===== src/rtl/hslp_pkg.sv =====
// Shared types and constants for the HTTP status line parser.
`timescale 1ns / 1ps

package hslp_pkg;

  // Character codes
  localparam logic [7:0] CH_LF    = 8'h0A;
  localparam logic [7:0] CH_CR    = 8'h0D;
  localparam logic [7:0] CH_SPACE = 8'h20;
  localparam logic [7:0] CH_TAB   = 8'h09;
  localparam logic [7:0] CH_ZERO  = 8'h30;
  localparam logic [7:0] CH_NINE  = 8'h39;

  // Parse phases
  localparam logic [2:0] PH_VERSION = 3'd0;
  localparam logic [2:0] PH_BLANK1  = 3'd1;
  localparam logic [2:0] PH_CODE    = 3'd2;
  localparam logic [2:0] PH_BLANK2  = 3'd3;
  localparam logic [2:0] PH_REASON  = 3'd4;
  localparam logic [2:0] PH_LF      = 3'd5;
  localparam logic [2:0] PH_IDLE    = 3'd6;

  // Byte roles
  localparam logic [2:0] ROLE_SEP     = 3'd0;
  localparam logic [2:0] ROLE_VERSION = 3'd1;
  localparam logic [2:0] ROLE_CODE    = 3'd2;
  localparam logic [2:0] ROLE_REASON  = 3'd3;
  localparam logic [2:0] ROLE_END     = 3'd4;

  localparam logic [2:0] CODE_DIGITS  = 3'd3;
  localparam logic [2:0] CODE_LEN_MAX = 3'd7;

  // Parser state carried from word to word
  typedef struct packed {
    logic [2:0] phase;
    logic [2:0] code_len;
    logic       code_bad;
    logic [9:0] code_value;
    logic       token_seen;
  } parse_state_t;

  // Result of one word
  typedef struct packed {
    logic [7:0] byte_echo;
    logic [2:0] role;
    logic       line_done;
    logic       line_ok;
    logic [9:0] status_code;
  } parse_result_t;

  localparam parse_state_t STATE_RESET = '{
    phase:      PH_VERSION,
    code_len:   3'd0,
    code_bad:   1'b0,
    code_value: 10'd0,
    token_seen: 1'b0
  };

endpackage


===== src/rtl/http_status_line_parser.sv =====
// Path: each input word is held in the input register, then its result in the result
// register; a stall at the output holds the result register and, once full, the input register.
// Throughput: one byte per cycle unless out_tready holds the result; the parse step
// between the two registers is a single pass of the phase machine in hslp_core.
// Reset (rst_n low, synchronous): both stages empty, parse state back to
// expecting the first byte of the version token.
`timescale 1ns / 1ps

module http_status_line_parser (
  input  logic        clk,
  input  logic        rst_n,
  input  logic        in_tvalid,
  output logic        in_tready,
  input  logic [7:0]  in_tdata,   // [7:0] data_byte
  input  logic [0:0]  in_tuser,   // [0] line_start
  output logic        out_tvalid,
  input  logic        out_tready,
  output logic [23:0] out_tdata,  // [7:0] byte_echo, [17:8] status_code, [23:18] zero
  output logic [3:0]  out_tuser,  // [2:0] role, [3] line_ok
  output logic        out_tlast   // line_done
);
  import hslp_pkg::*;

  logic          in_valid_r;
  logic [7:0]    in_byte_r;
  logic          in_start_r;
  logic          out_valid_r;
  parse_result_t out_res_r;
  parse_state_t  state_r;
  parse_state_t  state_nxt;
  parse_result_t res_nxt;
  logic          out_load;
  logic          step;

  // Stage handshakes
  assign out_load  = !out_valid_r || out_tready;
  assign step      = in_valid_r && out_load;
  assign in_tready = !in_valid_r || step;

  // Input register
  always_ff @(posedge clk) begin
    if (!rst_n) begin
      in_valid_r <= 1'b0;
    end else if (in_tready) begin
      in_valid_r <= in_tvalid;
    end
    if (in_tready && in_tvalid) begin
      in_byte_r  <= in_tdata;
      in_start_r <= in_tuser[0];
    end
  end

  hslp_core u_core (
    .data_byte  (in_byte_r),
    .line_start (in_start_r),
    .state_cur  (state_r),
    .state_nxt  (state_nxt),
    .result     (res_nxt)
  );

  // Parse state advances once per word moved to the result register
  always_ff @(posedge clk) begin
    if (!rst_n) begin
      state_r <= STATE_RESET;
    end else if (step) begin
      state_r <= state_nxt;
    end
  end

  // Result register
  always_ff @(posedge clk) begin
    if (!rst_n) begin
      out_valid_r <= 1'b0;
    end else if (out_load) begin
      out_valid_r <= in_valid_r;
    end
    if (step) begin
      out_res_r <= res_nxt;
    end
  end

  assign out_tvalid = out_valid_r;
  assign out_tdata  = {6'd0, out_res_r.status_code, out_res_r.byte_echo};
  assign out_tuser  = {out_res_r.line_ok, out_res_r.role};
  assign out_tlast  = out_res_r.line_done;

endmodule


===== src/rtl/hslp_core.sv =====
// Combinational parse step: one byte and the current state in, result and next state out.
`timescale 1ns / 1ps

module hslp_core (
  input  logic [7:0]            data_byte,
  input  logic                  line_start,
  input  hslp_pkg::parse_state_t state_cur,
  output hslp_pkg::parse_state_t state_nxt,
  output hslp_pkg::parse_result_t result
);
  import hslp_pkg::*;

  parse_state_t st;
  parse_state_t nx;
  logic         is_blank;
  logic         is_digit;
  logic         fail;
  logic [2:0]   role;
  logic         done;
  logic         ok;
  logic [9:0]   code;
  logic [9:0]   digit_val;
  logic [9:0]   value_x10;

  // Character classes
  assign is_blank  = (data_byte == CH_SPACE) || (data_byte == CH_TAB);
  assign is_digit  = (data_byte >= CH_ZERO) && (data_byte <= CH_NINE);
  assign digit_val = {6'd0, data_byte[3:0]};

  // A line start restarts the parse before the byte is handled
  assign st        = line_start ? STATE_RESET : state_cur;
  assign value_x10 = {st.code_value[6:0], 3'b000} + {st.code_value[8:0], 1'b0};

  always_comb begin
    nx   = st;
    role = ROLE_SEP;
    done = 1'b0;
    ok   = 1'b0;
    code = 10'd0;
    fail = 1'b0;

    unique case (st.phase)
      PH_VERSION: begin
        if (data_byte == CH_LF) begin
          role = ROLE_END;
          fail = 1'b1;
        end else if (is_blank) begin
          if (st.token_seen) nx.phase = PH_BLANK1;
          else fail = 1'b1;
        end else begin
          role          = ROLE_VERSION;
          nx.token_seen = 1'b1;
        end
      end
      PH_BLANK1, PH_CODE: begin
        if (data_byte == CH_LF) begin
          role = ROLE_END;
          fail = 1'b1;
        end else if (is_blank) begin
          if (st.phase == PH_CODE) begin
            if (st.code_len == CODE_DIGITS && !st.code_bad) nx.phase = PH_BLANK2;
            else fail = 1'b1;
          end
        end else begin
          // code token byte: accumulate first three digits
          role     = ROLE_CODE;
          nx.phase = PH_CODE;
          if (!is_digit) nx.code_bad = 1'b1;
          else if (st.code_len < CODE_DIGITS) nx.code_value = value_x10 + digit_val;
          if (st.code_len < CODE_LEN_MAX) nx.code_len = st.code_len + 3'd1;
        end
      end
      PH_BLANK2: begin
        if (data_byte == CH_LF) begin
          role = ROLE_END;
          fail = 1'b1;
        end else if (data_byte == CH_CR) begin
          fail = 1'b1;
        end else if (!is_blank) begin
          role     = ROLE_REASON;
          nx.phase = PH_REASON;
        end
      end
      PH_REASON: begin
        if (data_byte == CH_LF) begin
          role = ROLE_END;
          fail = 1'b1;
        end else if (data_byte == CH_CR) begin
          role     = ROLE_END;
          nx.phase = PH_LF;
        end else begin
          role = ROLE_REASON;
        end
      end
      PH_LF: begin
        if (data_byte == CH_LF) begin
          role     = ROLE_END;
          done     = 1'b1;
          ok       = 1'b1;
          code     = st.code_value;
          nx.phase = PH_IDLE;
        end else begin
          fail = 1'b1;
        end
      end
      default: begin
        // line finished: ignore until next line start
      end
    endcase

    if (fail) begin
      done     = 1'b1;
      ok       = 1'b0;
      code     = 10'd0;
      nx.phase = PH_IDLE;
    end
  end

  assign state_nxt          = nx;
  assign result.byte_echo   = data_byte;
  assign result.role        = role;
  assign result.line_done   = done;
  assign result.line_ok     = ok;
  assign result.status_code = code;

endmodule

===== config.mk =====
export PLATFORM = sky130hd
export DESIGN_NAME = http_status_line_parser
export DESIGN_NICKNAME = d
export VERILOG_FILES = /design/src/rtl/hslp_pkg.sv /design/src/rtl/http_status_line_parser.sv /design/src/rtl/hslp_core.sv
export SDC_FILE = /design/constraint.sdc
export NUM_CORES = 1
export LEC_CHECK = 0
export BUFFER_PORTS_ARGS = -buffer_cell sky130_fd_sc_hd__buf_2
export CAP_MARGIN = 20
export CORE_ASPECT_RATIO = 1.4
export CORE_MARGIN = 2
export CORE_UTILIZATION = 45
export DETAILED_ROUTE_END_ITERATION = 8
export PLACE_DENSITY = 0.67
export SETUP_SLACK_MARGIN = 0.2
export SYNTH_ARGS = -nofsm -noshare
export SYNTH_HDL_FRONTEND = slang
export SYNTH_HIERARCHICAL = 1
export SYNTH_SLANG_ARGS = --single-unit

===== constraint.sdc =====
create_clock -name clk -period 3.01 [get_ports clk]
set_input_delay 0.602 -clock clk [delete_from_list [all_inputs] [get_ports clk]]
set_output_delay 0.602 -clock clk [all_outputs]
set_load 0.03 [all_outputs]

==> metrics.md <==
| Metric | Value |
|---|---|
| Status | complete, no violations |
| Critical Path AT | 2800 ps |
| CTS Hold Buffers Added | 0 |
| Initial core utilization | 0.4643 |
| CP required | 3200 ps |
| Worst hold-check path type | input port to flip-flop |
| Worst-Skew Late Latency | ~310 ps |
| Pre-CTS setup slack | 359.9 ps |
| Fin crit period | 2613 ps |
| Worst Setup End Kind | flip-flop |
| Ant diodes | 0 |
| Power Total | 1.371 mW |
| FFs w/ async S/R, synth | 0 |
| Final WS setup | 397.4 ps |
| Largest net degree at the start of global routing | 42 |
| Port bufs | 37 |
| Worst slew pin tran | roughly 630 ps |
| CTS sink cnt | 52 |
| Synth warn | 6 |
| CTS root buf | clkbuf_8 |
| Drt wl/cell | 14.10 um |
| Crit Path Class | flip-flop to flip-flop |
| Post-DR vias/cell | 5.245 |
| Worst-path clk slew | 90 ps |
| Remaining DRCs | 0 |
| Hold violation count in the final report | 0 |
| First-pass GRT wire length | 10550 um |
| Placer Congestion | around 0.87 |
| Gate Count Post-Synth | around 320 |
| DRT Wirelength | 6274 um |
| Leading cell type in the layout, fill and taps excluded | nand2_1 |
| Top fanout value on the critical path | 10 |
| # Max-Cap Violations | 0 |
| Setup repair bufs after CTS | 0 |
| P per Cell Area | 389.3 nW/um^2 |
| Worst clock skew | 4.446 ps |
| Core area | 6937 um^2 |
| Clock buffer depth | 2 |
| CTS Buf Count | 5 |
| Grt ovf | 0 |
| Netlist Area Pre-Place | 3221 um^2 |
| Most frequent cells in the layout | nand2_1 (52), buf_2 (37), edfxtp_1 (32) |
| First-pass detailed-route iteration total | 4 |
| Slew Limit Headroom | 0.5831 |
| Maximum clock rate | roughly 380 MHz |
| Setup TNS | 0 ps |
| Fin crit share | 0.8680 |
| Post-synth cell types | 58 |
| Vias in the first global route | ~2300 |
| Final net count | 380 |
| Syn Area/Cell | between 10 and 15 um^2 |
| Row Count | 36 |
| H-tree depth | 2 |
| I/O pin cnt | 44 |
| Vias | 2334 |
| Sequential area share after synthesis | 0.4227 |
| Initial antenna violation count | 0 |
| CTS tree | yes |
| Ratio of cells with drive above 1 in the final layout | 0.2114 |
| Total Die Area | 7859 um^2 |
| 1st-iter DRT viols | 135 |
| CP startpoint kind | flip-flop |
| Chip Width | 75.50 um |
| Pins Over Slew Limit | 0 |
| Total track usage | 0.1752 |
| Worst-case vdd ir drop | around 0.27 mV |
| Post-synth EDFFs | 32 |
| Leak | 1.426 nW |
| Final setup violation count | 0 |
| Final HPWL from detailed placement | 4713 um |
| Die H | 104.1 um |
| Top FF cell, synth | edfxtp_1 |
| Detail Route Antenna Nets | 0 |
| Layout area overhead | 9.363% |
| Yosys reg bits | 52 |
| Unrepaired setup endpoints after global routing | no |
-- metal layers --
layer	track usage	routed length, um	vias to the layer above
met3	0.03585	187	20
li1	-	-	1155
met5	0	0	-
met4	0.1028	306	0
met1	0.1897	2387	1099
met2	0.3006	3393	60
-- path summary, 6_finish.rpt --
check / startpoint / to / slack [ps] / cells past startpoint
hold reg to reg: state_r[8] / state_r[8] / 460 / 2
setup / recovery: in_start_r / state_r[9] / 400 / 12
hold / removal: in_tdata[7] / in_byte_r[7] / 460 / 1
setup reg to reg: in_start_r / state_r[9] / 400 / 12
-- synth_stat cells, types with 2 or more instances --
master | instances | share of area
clkbuf_1 | 7 | 0.0082
mux2_4 | 4 | 0.019
buf_6 | 2 | 0.0070
xor2_1 | 3 | 0.0082
a311oi_1 | 2 | 0.0054
buf_2 | 4 | 0.0062
buf_4 | 16 | 0.037
nor3_1 | 7 | 0.011
dfxtp_1 | 20 | 0.12
mux2_2 | 2 | 0.0070
nand3_1 | 4 | 0.0062
nand2b_1 | 2 | 0.0039
mux2i_1 | 25 | 0.078
fa_1 | 2 | 0.012
and2_1 | 3 | 0.0058
a31oi_1 | 4 | 0.0078
nor2b_1 | 7 | 0.014
xnor2_1 | 6 | 0.016
o21ai_0 | 5 | 0.0078
nor2_1 | 27 | 0.031
a21oi_1 | 7 | 0.011
o21bai_1 | 4 | 0.0093
edfxtp_1 | 32 | 0.30
inv_1 | 19 | 0.022
or3_4 | 2 | 0.0070
o21a_1 | 2 | 0.0047
o31ai_1 | 2 | 0.0047
and3b_1 | 2 | 0.0054
nand2_1 | 53 | 0.062
nor3b_1 | 2 | 0.0047
o2111ai_1 | 3 | 0.0082
ha_1 | 16 | 0.062
-- repair_timing --
item                                    in CTS  in global routing
endpoints found under the hold margin        0                  0
gates resized for setup                      0                  3
endpoints found under the setup margin       0                  2
-- per-stage QoR --
step	area (um^2)	util	instances	hold WS, ps
floorplan	3262	-	327	430.2
global placement	3408	0.4913	437	443.6
detailed placement	3408	0.4913	437	455.2
CTS	3508	0.5058	445	447.3
global route	3522	0.5078	445	437.0
finish	3522	0.5078	445	455.7
-- power breakdown --
| part | internal, mW | switching (mW) | leakage (nW) |
|---|---|---|---|
| combinational | 0.0388 | 0.0936 | 0.918 |
| sequential | 0.780 | 0.0145 | 0.457 |
| clock | 0.210 | 0.234 | 0.0515 |
| total | 1.03 | 0.342 | 1.43 |
-- critical path, stage by stage, from the launching register on --
cell and delay [ps]:
edfxtp_1 410, buf_4 190, nor2b_2 150, ha_1 240, ha_1 240, fa_2 360
a21o_1 200, a21oi_2 180, nor2_1 70, a311oi_1 210, mux2i_1 110, nand2_1 60
mux2i_1 70
-- flip-flops by register name (all words and copies together), names as in the netlist --
register / flops
in_byte_r: 8
in_start_r: 1
in_valid_r: 1
out_tdata: 18
out_tlast: 1
out_tuser: 4
out_tvalid: 1
state_r: 18
-- area by class of cell --
cell class / count / area (um^2)
multi-input cells: 225 / 1622
clock buffers: 8 / 100.1
well taps: 95 / 118.9
repair buffers: 45 / 245.2
flip-flops and latches: 52 / 1361
fillers: 678 / 3415
inverters: 20 / 75.07
-- cells by family after synthesis --
group | after synthesis | synth area share
AO/OA/AOI/OAI | 42 | 0.1026
flip-flops | 52 | 0.4227
multiplexers | 31 | 0.1033
AND/OR/NAND/NOR | 119 | 0.1830
other | 1 | 0.001164
XOR/XNOR | 9 | 0.02448
buffers and inverters | 50 | 0.08819
adder cells (fa/ha/maj) | 18 | 0.07459
(Power assumes the default switching activity.)
